<file path="src/rtl/cpc_pkg.sv">
`default_nettype none

package cpc_pkg;

  localparam int SAMPLE_W         = 24;
  localparam int INDEX_W          = 16;
  localparam int LEN_W            = 17;
  localparam int POS_W            = LEN_W + 1;
  localparam int PHASE_W          = 32;
  localparam int MAX_TRACE_LENGTH = 65536;
  localparam int CORDIC_STAGES    = 28;
  localparam int SHIFT_W          = $clog2(CORDIC_STAGES);
  localparam int GUARD_BITS       = 4;
  // sample plus guard bits, one bit for the quarter-turn negation, two for cordic growth
  localparam int CW               = SAMPLE_W + GUARD_BITS + 3;
  localparam int KGAIN_FRAC       = 25;
  localparam int KGAIN_W          = KGAIN_FRAC + 1;
  localparam int KGAIN            = 20376027;
  localparam int PROD_W           = CW + KGAIN_W;
  localparam int ROUND_SHIFT      = KGAIN_FRAC + GUARD_BITS;

  // configuration register indexes
  localparam int CFG_INDEX_W      = 8;
  localparam logic [CFG_INDEX_W-1:0] REG_ENABLE       = 8'd0;
  localparam logic [CFG_INDEX_W-1:0] REG_TRACE_LENGTH = 8'd1;
  localparam logic [CFG_INDEX_W-1:0] REG_ZERO_PHASE   = 8'd2;
  localparam logic [CFG_INDEX_W-1:0] REG_PHASE_STEP   = 8'd3;

  localparam logic [LEN_W-1:0] TRACE_LENGTH_RESET = 17'd1024;

  typedef struct packed {
    logic                      enable;
    logic [LEN_W-1:0]          trace_length;
    logic [PHASE_W-1:0]        zero_phase;
    logic signed [PHASE_W-1:0] phase_step;
  } cfg_t;

  // one slot of the rotation chain
  typedef struct packed {
    logic                       valid;
    logic                       bypass;
    logic                       bad;
    logic signed [CW-1:0]       x;
    logic signed [CW-1:0]       y;
    logic signed [PHASE_W-1:0]  z;
    logic signed [SAMPLE_W-1:0] re;
    logic signed [SAMPLE_W-1:0] im;
  } cell_t;

  // arctan(2^-i) in 2^-32 turn units
  function automatic logic [PHASE_W-1:0] cordic_angle(input int unsigned i);
    logic [PHASE_W-1:0] a;
    case (i)
      0:  a = 32'd536870912;
      1:  a = 32'd316933406;
      2:  a = 32'd167458907;
      3:  a = 32'd85004756;
      4:  a = 32'd42667331;
      5:  a = 32'd21354465;
      6:  a = 32'd10679838;
      7:  a = 32'd5340245;
      8:  a = 32'd2670163;
      9:  a = 32'd1335087;
      10: a = 32'd667544;
      11: a = 32'd333772;
      12: a = 32'd166886;
      13: a = 32'd83443;
      14: a = 32'd41722;
      15: a = 32'd20861;
      16: a = 32'd10430;
      17: a = 32'd5215;
      18: a = 32'd2608;
      19: a = 32'd1304;
      20: a = 32'd652;
      21: a = 32'd326;
      22: a = 32'd163;
      23: a = 32'd81;
      24: a = 32'd41;
      25: a = 32'd20;
      26: a = 32'd10;
      27: a = 32'd5;
      default: a = '0;
    endcase
    return a;
  endfunction

endpackage

`default_nettype wire

</file>
<file path="src/rtl/cpc_back.sv">
`default_nettype none

module cpc_back (
  input  wire                                   clk,
  input  wire                                   rst,
  input  wire cpc_pkg::cell_t                   d_in,
  output logic                                  advance,
  output logic                                  out_valid,
  input  wire                                   out_ready,
  output logic signed [cpc_pkg::SAMPLE_W-1:0]   out_real,
  output logic signed [cpc_pkg::SAMPLE_W-1:0]   out_imag,
  output logic                                  out_error
);
  import cpc_pkg::*;

  localparam logic signed [PROD_W-1:0] SAT_MAX = (PROD_W'(1) <<< (SAMPLE_W-1)) - PROD_W'(1);
  localparam logic signed [PROD_W-1:0] SAT_MIN = -SAT_MAX - PROD_W'(1);
  localparam logic signed [PROD_W-1:0] HALF_LSB = PROD_W'(1) <<< (ROUND_SHIFT-1);
  localparam logic signed [KGAIN_W-1:0] GAIN = KGAIN_W'(KGAIN);

  // gain stage
  logic                       g_v, g_byp, g_bad;
  logic signed [SAMPLE_W-1:0] g_re, g_im;
  logic signed [PROD_W-1:0]   g_px, g_py;

  // skid slot
  logic                       sk_v, sk_err;
  logic signed [SAMPLE_W-1:0] sk_re, sk_im;

  logic signed [PROD_W-1:0]   rx, ry;
  logic signed [SAMPLE_W-1:0] c_re, c_im;

  function automatic logic signed [SAMPLE_W-1:0] sat(input logic signed [PROD_W-1:0] v);
    logic signed [SAMPLE_W-1:0] r;
    if (v > SAT_MAX) begin
      r = SAT_MAX[SAMPLE_W-1:0];
    end else if (v < SAT_MIN) begin
      r = SAT_MIN[SAMPLE_W-1:0];
    end else begin
      r = v[SAMPLE_W-1:0];
    end
    return r;
  endfunction

  always_comb begin
    rx = (g_px + HALF_LSB) >>> ROUND_SHIFT;
    ry = (g_py + HALF_LSB) >>> ROUND_SHIFT;
    if (g_byp) begin
      c_re = g_re;
      c_im = g_im;
    end else begin
      c_re = sat(rx);
      c_im = sat(ry);
    end
  end

  assign advance = ~sk_v;

  always_ff @(posedge clk) begin
    if (rst) begin
      g_v       <= 1'b0;
      sk_v      <= 1'b0;
      out_valid <= 1'b0;
    end else begin
      if (advance) begin
        g_v <= d_in.valid;
        if (!out_valid || out_ready) begin
          out_valid <= g_v;
        end else if (g_v) begin
          sk_v <= 1'b1;
        end
      end else if (out_ready) begin
        out_valid <= 1'b1;
        sk_v      <= 1'b0;
      end
    end
    if (advance) begin
      g_byp <= d_in.bypass;
      g_bad <= d_in.bad;
      g_re  <= d_in.re;
      g_im  <= d_in.im;
      g_px  <= d_in.x * GAIN;
      g_py  <= d_in.y * GAIN;
      if (!out_valid || out_ready) begin
        out_real  <= c_re;
        out_imag  <= c_im;
        out_error <= g_bad;
      end else begin
        sk_re  <= c_re;
        sk_im  <= c_im;
        sk_err <= g_bad;
      end
    end else if (out_ready) begin
      out_real  <= sk_re;
      out_imag  <= sk_im;
      out_error <= sk_err;
    end
  end

endmodule

`default_nettype wire
</file>
<file path="config.mk">
export PLATFORM = sky130hd
export DESIGN_NAME = cpc_back
export DESIGN_NICKNAME = d
export VERILOG_FILES = /design/src/rtl/cpc_pkg.sv /design/src/rtl/cpc_back.sv
export SDC_FILE = /design/constraint.sdc
export NUM_CORES = 2
export LEC_CHECK = 0
export BUFFER_PORTS_ARGS = -buffer_cell sky130_fd_sc_hd__buf_4
export CAP_MARGIN = 20
export CORE_MARGIN = 2
export CORE_UTILIZATION = 50
export CTS_CLUSTER_DIAMETER = 40
export DETAILED_ROUTE_END_ITERATION = 10
export PLACE_DENSITY = 0.67
export SLEW_MARGIN = 20
export SYNTH_ARGS = -nofsm -noshare
export SYNTH_HDL_FRONTEND = slang
export SYNTH_SLANG_ARGS = --single-unit
</file>
<file path="constraint.sdc">
create_clock -name clk -period 20 [get_ports clk]
set_input_delay 4 -clock clk [delete_from_list [all_inputs] [get_ports clk]]
set_output_delay 4 -clock clk [all_outputs]
set_load 0.02 [all_outputs]
</file>
==> summary.txt <==
Logic synthesis
  – Most common cell in the netlist: inv_1
  – Synthesis-stage register bit count: 209
  – Largest cells by area after synthesis: fa_1 (36%), ha_1 (19%), edfxtp_1 (15%), inv_1 (10%), xnor2_1 (2.8%)
  – Synth top area share: 0.364
  – Seq/Total Area, Yosys: 0.152
  – Area leader, netlist: fa_1
  – Ys Warns: 0
  – Top cells by count, synth: inv_1 (1099), fa_1 (748), ha_1 (639)
  – Syn Inst Count: 3856
  – Commonest register cell after synthesis: edfxtp_1
  – Ys async rst share: 0
  – Number of synthesized flops with an enable pin: 206
  – Synthesized net count: 5391
  – Synth Area per Inst: 10.7 µm²
  – Cell variety after synth: 70
  – Area of the mapped netlist: 0.0411 mm²

Clock tree
  – # resized after CTS: 0
  – H-tree levels: 1
  – Post-CTS repair timing setup buffer count: 0
  – Clock-pin transition on the worst setup and hold timing paths: 0.06 ns
  – Clock sink count: 209
  – CTS root buf: clkbuf_16
  – # hold bufs at CTS: 0
  – Max Buffers Root-to-Sink: 3
  – Clock insertion delay at the later pin of the skew report: 0.55 ns
  – Num CTS Buffers: 28
  – CTS tree: built

Global route
  – Total track usage: 0.251
  – Number of global-route vias before repair: 28500
  – Initial antenna violation count: 1
  – Largest net degree at the start of global routing: 58
  – First-pass GRT wire length: 164 mm
  – GRT overflow: 0

Placed design
  – # port buffers: 166
  – Hpwl dp: 88.0 mm
  – Final RePlAce weighted congestion: 0.958

Flow run
  – Max Cap Viol: 0

Route
  – Iter 0 DRT Violations: 1630
  – Post-route ant nets: 0
  – DR vias: 26900
  – Drt wl/cell: 20.0 µm
  – DR vias/cell: 5.24
  – First-pass DRT Iterations: 5
  – Post-route DRC: 0
  – Drt total wl: 102 mm

Timing
  – Final Cycle Share: 0.566
  – RSZ-0062 raised after global routing: no
  – Setup_tns: 0 ns
  – Max Slew Vio Count: 0
  – Slew HR: 0.306
  – Worst-margin pin slew: 1.03 ns
  – Post-Route Skew: 0.0300 ns
  – Final hold viol count: 0
  – Final setup violation count: 0
  – Max Clk Rate: 88.3 MHz
  – Min Clock Period, post-route: 11.32 ns

Setup path
  – Largest fanout on the critical path: 10
  – Arr. time, crit path: 11.63 ns
  – Required @ worst endpoint: 20.30 ns
  – Crit path launch type: input pin
  – Worst setup path class: in -> reg
  – Critical Path End Type: register

Floorplan
  – Starting Density: 0.503
  – Die W: 291 µm
  – Chip Height: 291 µm
  – Area of the core: 0.0817 mm²
  – Die area: 0.0846 mm²
  – IO Pins: 199
  – Rows: 105

Layout
  – Area grow syn2layout: 8.44%
  – Final net count: 5566
  – Share of layout cells above drive strength 1: 0.0809
  – # diodes: 0

Status
  – Status: completed

Min path
  – Min-delay worst type: reg -> reg
## metrics by stage
stage	worst slack, ns	std cells	hold slack (ns)	instance area, µm²	util
after floorplan	10.04	3856	0.422	41100	-
after global placement	8.33	5071	0.435	43700	0.534
after detailed placement	8.25	5071	0.444	43700	0.534
after CTS	8.79	5122	0.459	44600	0.546
after global routing	8.50	5122	0.476	44600	0.546
final	8.68	5122	0.459	44600	0.546
## routing by layer
metal / wire length, µm / share of wire / GRT usage
met1: 47600 / 0.46 / 0.377
met3: 6650 / 0.065 / 0.0304
met4: 2640 / 0.026 / 0.0571
met5: 0 / 0 / 0
met2: 45500 / 0.44 / 0.388
## cell families (layout without fill, tap and decap cells)
kind of cell | Yosys count | in the layout | synth area share
xor gates and xnor gates | 244 | 244 | 0.0520
and+or+nand+nor | 407 | 407 | 0.0499
AOI/OAI and AO/OA | 423 | 423 | 0.0686
adders and majority gates | 1387 | 1387 | 0.558
muxes | 58 | 58 | 0.0157
buffers and inverters | 1128 | 1324 | 0.104
DFF | 209 | 209 | 0.152
## critical path: stages
cell	delay, ns
buf_4	0.20
ha_1	0.54
xor2_1	0.32
ha_1	0.29
inv_1	0.14
fa_1	0.44
fa_1	0.52
inv_1	0.06
fa_1	0.50
fa_1	0.52
inv_1	0.05
fa_1	0.50
inv_1	0.05
ha_1	0.33
a21oi_1	0.25
o21ai_0	0.19
nor4_1	0.81
a31oi_1	0.40
a311oi_1	0.80
o31a_1	0.26
o21ai_0	0.11
xnor2_1	0.33
## sequential cells by signal (all words and copies together) (netlist names), 24 cells and up
| register | cells |
|---|---|
| g_im | 24 |
| g_px | 29 |
| g_py | 29 |
| g_re | 24 |
| out_imag | 24 |
| out_real | 24 |
| sk_im | 24 |
| sk_re | 24 |
## cell usage in the layout, fill, tap and decap left out, types with 6 or more instances in the layout
cell	n
inv_1	1098
fa_1	748
ha_1	639
edfxtp_1	206
buf_4	174
a21oi_1	143
xnor2_1	133
nand2_1	127
xor2_1	111
o21ai_0	81
a21o_1	71
nor2_1	63
mux2_2	49
nand3_1	45
nor2b_1	41
clkbuf_16	28
and3_1	22
a2bb2oi_2	21
nor2_2	20
nand4_1	18
nor3_1	16
and2_1	12
o21bai_1	11
nand2b_1	10
a22o_1	10
o211ai_1	10
a31oi_1	10
mux2i_1	7
o21a_1	7
nor4_1	6
and4_1	6
or2_2	6
a211o_1	6
## worst paths after layout
kind | startpoint | to | slack, ns | cells after the start
hold reg to reg | g_bad | sk_err | 0.46 | 0
hold / removal | g_bad | sk_err | 0.46 | 0
setup / recovery | d_in[95] | g_py[54] | 8.68 | 22
setup reg to reg | g_px[28] | out_real[11] | 16.44 | 11
## final cells by class
| cell class | count | area (µm²) |
|---|---|---|
| clock buffer | 36 | 761 |
| clock inverter | 15 | 179 |
| fill | 7210 | 37100 |
| inverter | 1099 | 4130 |
| multi-input combinational | 2519 | 30600 |
| sequential | 209 | 6250 |
| tap | 1070 | 1340 |
| timing repair buffer | 174 | 1310 |
Power is not shown: default switching activity piles up to over one toggle a cycle in this logic, so the estimate is an artifact.
