### config.mk
export PLATFORM = sky130hd
export DESIGN_NAME = cpc_front
export DESIGN_NICKNAME = d
export VERILOG_FILES = /design/src/rtl/cpc_pkg.sv /design/src/rtl/cpc_front.sv
export SDC_FILE = /design/constraint.sdc
export NUM_CORES = 1
export LEC_CHECK = 0
export ABC_AREA = 0
export BUFFER_PORTS_ARGS = -buffer_cell sky130_fd_sc_hd__buf_2
export CAP_MARGIN = 5
export CORE_MARGIN = 2
export CORE_UTILIZATION = 40
export DETAILED_ROUTE_END_ITERATION = 8
export PLACE_DENSITY = 0.69
export SLEW_MARGIN = 20
export SYNTH_ARGS = -nofsm -noshare
export SYNTH_HDL_FRONTEND = slang
export SYNTH_SLANG_ARGS = --single-unit
### constraint.sdc
create_clock -name clk -period 7.3 [get_ports clk]
set_clock_uncertainty 0.05 [all_clocks]
set_input_delay 1.46 -clock clk [delete_from_list [all_inputs] [get_ports clk]]
set_output_delay 1.46 -clock clk [all_outputs]
set_load 0.05 [all_outputs]
### src/rtl/cpc_pkg.sv
`default_nettype none

package cpc_pkg;

  localparam int SAMPLE_W         = 24;
  localparam int INDEX_W          = 16;
  localparam int LEN_W            = 17;
  localparam int POS_W            = LEN_W + 1;
  localparam int PHASE_W          = 32;
  localparam int MAX_TRACE_LENGTH = 65536;
  localparam int CORDIC_STAGES    = 28;
  localparam int SHIFT_W          = $clog2(CORDIC_STAGES);
  localparam int GUARD_BITS       = 4;
  // sample plus guard bits, one bit for the quarter-turn negation, two for cordic growth
  localparam int CW               = SAMPLE_W + GUARD_BITS + 3;
  localparam int KGAIN_FRAC       = 25;
  localparam int KGAIN_W          = KGAIN_FRAC + 1;
  localparam int KGAIN            = 20376027;
  localparam int PROD_W           = CW + KGAIN_W;
  localparam int ROUND_SHIFT      = KGAIN_FRAC + GUARD_BITS;

  // configuration register indexes
  localparam int CFG_INDEX_W      = 8;
  localparam logic [CFG_INDEX_W-1:0] REG_ENABLE       = 8'd0;
  localparam logic [CFG_INDEX_W-1:0] REG_TRACE_LENGTH = 8'd1;
  localparam logic [CFG_INDEX_W-1:0] REG_ZERO_PHASE   = 8'd2;
  localparam logic [CFG_INDEX_W-1:0] REG_PHASE_STEP   = 8'd3;

  localparam logic [LEN_W-1:0] TRACE_LENGTH_RESET = 17'd1024;

  typedef struct packed {
    logic                      enable;
    logic [LEN_W-1:0]          trace_length;
    logic [PHASE_W-1:0]        zero_phase;
    logic signed [PHASE_W-1:0] phase_step;
  } cfg_t;

  // one slot of the rotation chain
  typedef struct packed {
    logic                       valid;
    logic                       bypass;
    logic                       bad;
    logic signed [CW-1:0]       x;
    logic signed [CW-1:0]       y;
    logic signed [PHASE_W-1:0]  z;
    logic signed [SAMPLE_W-1:0] re;
    logic signed [SAMPLE_W-1:0] im;
  } cell_t;

  // arctan(2^-i) in 2^-32 turn units
  function automatic logic [PHASE_W-1:0] cordic_angle(input int unsigned i);
    logic [PHASE_W-1:0] a;
    case (i)
      0:  a = 32'd536870912;
      1:  a = 32'd316933406;
      2:  a = 32'd167458907;
      3:  a = 32'd85004756;
      4:  a = 32'd42667331;
      5:  a = 32'd21354465;
      6:  a = 32'd10679838;
      7:  a = 32'd5340245;
      8:  a = 32'd2670163;
      9:  a = 32'd1335087;
      10: a = 32'd667544;
      11: a = 32'd333772;
      12: a = 32'd166886;
      13: a = 32'd83443;
      14: a = 32'd41722;
      15: a = 32'd20861;
      16: a = 32'd10430;
      17: a = 32'd5215;
      18: a = 32'd2608;
      19: a = 32'd1304;
      20: a = 32'd652;
      21: a = 32'd326;
      22: a = 32'd163;
      23: a = 32'd81;
      24: a = 32'd41;
      25: a = 32'd20;
      26: a = 32'd10;
      27: a = 32'd5;
      default: a = '0;
    endcase
    return a;
  endfunction

endpackage

`default_nettype wire

### src/rtl/cpc_front.sv
`default_nettype none

module cpc_front (
  input  wire                                 clk,
  input  wire                                 rst,
  input  wire                                 advance,
  input  wire                                 in_valid,
  input  wire logic signed [cpc_pkg::SAMPLE_W-1:0] in_real,
  input  wire logic signed [cpc_pkg::SAMPLE_W-1:0] in_imag,
  input  wire logic [cpc_pkg::INDEX_W-1:0]    in_index,
  input  wire cpc_pkg::cfg_t                  cfg,
  output cpc_pkg::cell_t                      d_out
);
  import cpc_pkg::*;

  // stage 0: signed position and range check
  logic                       v0, byp0, bad0;
  logic signed [SAMPLE_W-1:0] re0, im0;
  logic signed [POS_W-1:0]    s0;
  // stage 1: first-order phase offset
  logic                       v1, byp1, bad1;
  logic signed [SAMPLE_W-1:0] re1, im1;
  logic [PHASE_W-1:0]         off1;

  logic [LEN_W-1:0]          len_c, half;
  logic [LEN_W-1:0]          kk;
  logic                      bad_c;
  logic signed [POS_W-1:0]   s_c;
  logic signed [PHASE_W+POS_W-1:0] prod_c;
  logic [PHASE_W-1:0]        phase_c, u_c;
  logic signed [PHASE_W-1:0] z_c;
  logic signed [CW-1:0]      re_e, im_e, x_c, y_c;

  always_comb begin
    if (int'(cfg.trace_length) > MAX_TRACE_LENGTH) begin
      len_c = LEN_W'(MAX_TRACE_LENGTH);
    end else begin
      len_c = cfg.trace_length;
    end
    half  = len_c >> 1;
    kk    = {{(LEN_W-INDEX_W){1'b0}}, in_index};
    bad_c = (kk >= len_c);
    if (kk < half) begin
      s_c = $signed({1'b0, kk});
    end else begin
      s_c = $signed({1'b0, kk}) - $signed({1'b0, len_c});
    end
  end

  assign prod_c = cfg.phase_step * s0;

  always_comb begin
    phase_c = cfg.zero_phase + off1;
    u_c     = phase_c + 32'h2000_0000;
    z_c     = $signed({2'b00, u_c[PHASE_W-3:0]}) - 32'sh2000_0000;
    re_e    = CW'(re1);
    im_e    = CW'(im1);
    case (u_c[PHASE_W-1:PHASE_W-2])
      2'd1: begin
        x_c = -im_e;
        y_c = re_e;
      end
      2'd2: begin
        x_c = -re_e;
        y_c = -im_e;
      end
      2'd3: begin
        x_c = im_e;
        y_c = -re_e;
      end
      default: begin
        x_c = re_e;
        y_c = im_e;
      end
    endcase
  end

  always_ff @(posedge clk) begin
    if (rst) begin
      v0          <= 1'b0;
      v1          <= 1'b0;
      d_out.valid <= 1'b0;
    end else if (advance) begin
      v0          <= in_valid;
      v1          <= v0;
      d_out.valid <= v1;
    end
    if (advance) begin
      byp0 <= ~cfg.enable | bad_c;
      bad0 <= bad_c;
      re0  <= in_real;
      im0  <= in_imag;
      s0   <= s_c;

      byp1 <= byp0;
      bad1 <= bad0;
      re1  <= re0;
      im1  <= im0;
      off1 <= prod_c[PHASE_W-1:0];

      d_out.bypass <= byp1;
      d_out.bad    <= bad1;
      d_out.re     <= re1;
      d_out.im     <= im1;
      d_out.x      <= x_c <<< GUARD_BITS;
      d_out.y      <= y_c <<< GUARD_BITS;
      d_out.z      <= z_c;
    end
  end

endmodule

`default_nettype wire

==> impl_metrics.env <==
export IMPL_yosysTopAreaCell="edfxtp_1"
export IMPL_multiInputGateArea_sq_mm=0.0163
export IMPL_utilization=0.464
export IMPL_async_flop_share=0
export IMPL_path_class="in -> reg"
export IMPL_synthDistinctLibCells=72
export IMPL_root_buffer="clkbuf_16"
export IMPL_synth_edf_count=284
export IMPL_numClockSinks=287
export IMPL_worstHoldEndpoint="re1[19]$_DFFE_PP_"
export IMPL_ys_ff_latch=287
export IMPL_min_period_ps=7030
export IMPL_syn_avg_cell_area_sq_um=10.6
export IMPL_clock_path_buffers=3
export IMPL_postSynthCellCount=2532
export IMPL_final_net_count=3523
export IMPL_seq_area_frac_synth=0.319
export IMPL_area_growth_pct=15.1
export IMPL_cp_cell_sequence="buf_2 -> and2_1 -> fa_1 -> inv_1 -> fa_1 -> fa_1 -> inv_1 -> fa_1 -> fa_1 -> inv_1 -> fa_1 -> inv_1 -> ha_1 -> a21o_1 -> a21o_1 -> a221o_1 -> o21ai_1 -> a21oi_1 -> a2111oi_2 -> buf_4 -> o31ai_1 -> a21oi_1 -> xnor2_1"
export IMPL_cp_required_ps=7530
export IMPL_rsz0062_at_grt="no"
export IMPL_cts_made_buffers=35
export IMPL_worst_slew_pin_slew_ps=949
export IMPL_clkTransAtPathRegs_ps=60
export IMPL_initial_core_util=0.403
export IMPL_wl_per_cell_um=17.3
export IMPL_r2r_start="s0[1]$_DFFE_PP_"
export IMPL_synthAdderAreaFrac=0.336
export IMPL_clock_latency_ps=550
export IMPL_drc=0
export IMPL_ys_flop_type="edfxtp_1"
export IMPL_seq_area_sq_mm=0.00859
export IMPL_io_buffers=286
export IMPL_grt_pass1_wl_um=103000
export IMPL_synthMostInstantiatedCell="inv_1"
export IMPL_fill_cells=6233
export IMPL_htreeDepth=2
export IMPL_vias_per_cell=4.97
export IMPL_via_count=18600
export IMPL_fin_crit_sh=0.964
export IMPL_hold_violations=0
export IMPL_drt_iter0_markers=1360
export IMPL_critPathBufInv=6
export IMPL_path_delay_family="adder cells"
export IMPL_yosysTopAreaCellShare=0.316
export IMPL_critPathSlowestCell="fa_1"
export IMPL_gp_congestion=0.888
export IMPL_synth_mux_area_frac=0.0217
export IMPL_yosys_warnings=0
export IMPL_cp_max_fo=5
export IMPL_post_cts_buffers=0
export IMPL_core_sq_mm=0.0669
export IMPL_cts_tree="built"
export IMPL_synth_xor_area_share=0.0488
export IMPL_diodes=0
export IMPL_setup_violations=0
export IMPL_antenna_found_initial=5
export IMPL_track_usage=0.187
export IMPL_ios=295
export IMPL_grt_pass1_vias=19000
export IMPL_slowest_delay_ps=550
export IMPL_drive_above_1_share=0.163
export IMPL_rr_worst_depth=24
export IMPL_ys_top_cells_by_area="edfxtp_1 (32%), fa_1 (25%), ha_1 (8.7%)"
export IMPL_slew_violations=0
export IMPL_worstHoldStart="re0[19]$_DFFE_PP_"
export IMPL_reg2reg_slack_ps=610
export IMPL_maxSlewHeadroom=0.366
export IMPL_postRouteWirelength_um=64800
export IMPL_overflow=0
export IMPL_synthSimpleGateAreaFrac=0.131
export IMPL_drtAntennaViolNets=0
export IMPL_reg2reg_to="off1[31]$_DFFE_PP_"
export IMPL_synth_compound_area_share=0.0654
export IMPL_die_h_um=264
export IMPL_hold_path_cell_count=0
export IMPL_rows=95
export IMPL_dp_hpwl_um=51600
export IMPL_synth_top_family_by_area="adder cells"
export IMPL_die_area_sq_mm=0.0695
export IMPL_end_kind="flop"
export IMPL_cp_start_kind="input port"
export IMPL_cap_violations=0
export IMPL_critical_path_most_common_cell="fa_1"
export IMPL_outcome="finished, final reports clean"
export IMPL_netlist_area_sq_mm=0.0269
export IMPL_fmax_mhz=142
export IMPL_firstDrtPassIters=5
export IMPL_grt_max_degree=156
export IMPL_die_x_um=264
export IMPL_arrival_ps=7260
export IMPL_hold_class="reg -> reg"
export IMPL_synth_common_cells="inv_1 (439), fa_1 (335), nand2_1 (291), edfxtp_1 (284)"
==> state kept, by name, summed over array words and instances, names as in the netlist <==
| signal | flops |
|---|---|
| byp1 | 1 |
| re0 | 24 |
| off1 | 32 |
| s0 | 18 |
| bad1 | 1 |
| byp0 | 1 |
| bad0 | 1 |
| re1 | 24 |
| v0 | 1 |
| d_out | 135 |
| im1 | 24 |
| v1 | 1 |
| im0 | 24 |
==> placed cells by master (no fill, tap or decap), drive strengths merged, types with 8 or more instances in the layout <==
cell type,Yosys,layout
o21a,14,14
nor2,78,78
a21boi,14,14
buf,20,378
or4,14,14
or3,13,13
and4,9,9
clkinv,1,10
mux2i,54,54
o211ai,12,12
and3,8,8
xor2,68,68
nand2b,11,11
nor3,29,29
nand3,36,36
conb,1,8
a21oi,74,74
xnor2,82,82
a21o,31,31
o311ai,16,16
nor2b,13,13
fa,335,335
ha,188,188
a211oi,10,10
inv,439,444
nand2,291,291
clkbuf,84,38
o21ai,33,33
and2,188,188
edfxtp,284,284
==> layer usage <==
metal	wire [um]	track usage
met2	31000	0.318
met4	1510	0.0530
met5	11	0
met3	3390	0.0276
met1	28800	0.250
==> layout make-up <==
class                           instances  share of cell area
Multi-Input combinational cell       1708               0.526
Timing Repair Buffer                  378              0.0695
Sequential cell                       287               0.277
Clock inverter                         26              0.0110
Clock buffer                           38              0.0286
Tap cell                              873              0.0352
Inverter                              440              0.0532
==> worst max-delay path by stage <==
stage	start	endpoint	slack, ps	cells after the start
6_report	cfg[9]	off1[31]$_DFFE_PP_	270	23
5_1_grt	cfg[9]	off1[31]$_DFFE_PP_	10	23
4_1_cts	cfg[9]	off1[31]$_DFFE_PP_	220	23
3_5_place_dp	cfg[9]	off1[31]$_DFFE_PP_	-350	23
3_3_place_gp	cfg[9]	off1[31]$_DFFE_PP_	-280	23
2_1_floorplan	cfg[12]	off1[23]$_DFFE_PP_	70	21
==> cell families after synthesis <==
family	Yosys count
AOI/OAI and AO/OA	254
adders and majority gates	523
xor gates and xnor gates	150
muxes	58
buffers and inverters	544
other	1
and+or+nand+nor	715
DFF	287
==> through the flow <==
step                      std cells  instance area, sq um  setup WS (ps)  hold slack [ps]  TNS [ps]
final                          3750                 31000            265              356         0
after global routing           3750                 31000           11.8              361         0
after CTS                      3749                 31000            221              359         0
after detailed placement       3685                 29800           -352              355     -1920
after global placement         3685                 29800           -283              351     -1150
after floorplan                2539                 27000           69.7              350         0
==> what timing repair did <==
| item | CTS | global route |
|---|---|---|
| resized for setup | 0 | 2 |
| hold buffers | 0 | 0 |
| endpoints found under the setup margin | 0 | 2 |
Power is not shown: default switching activity piles up to over one toggle a cycle in this logic, so the estimate is an artifact.
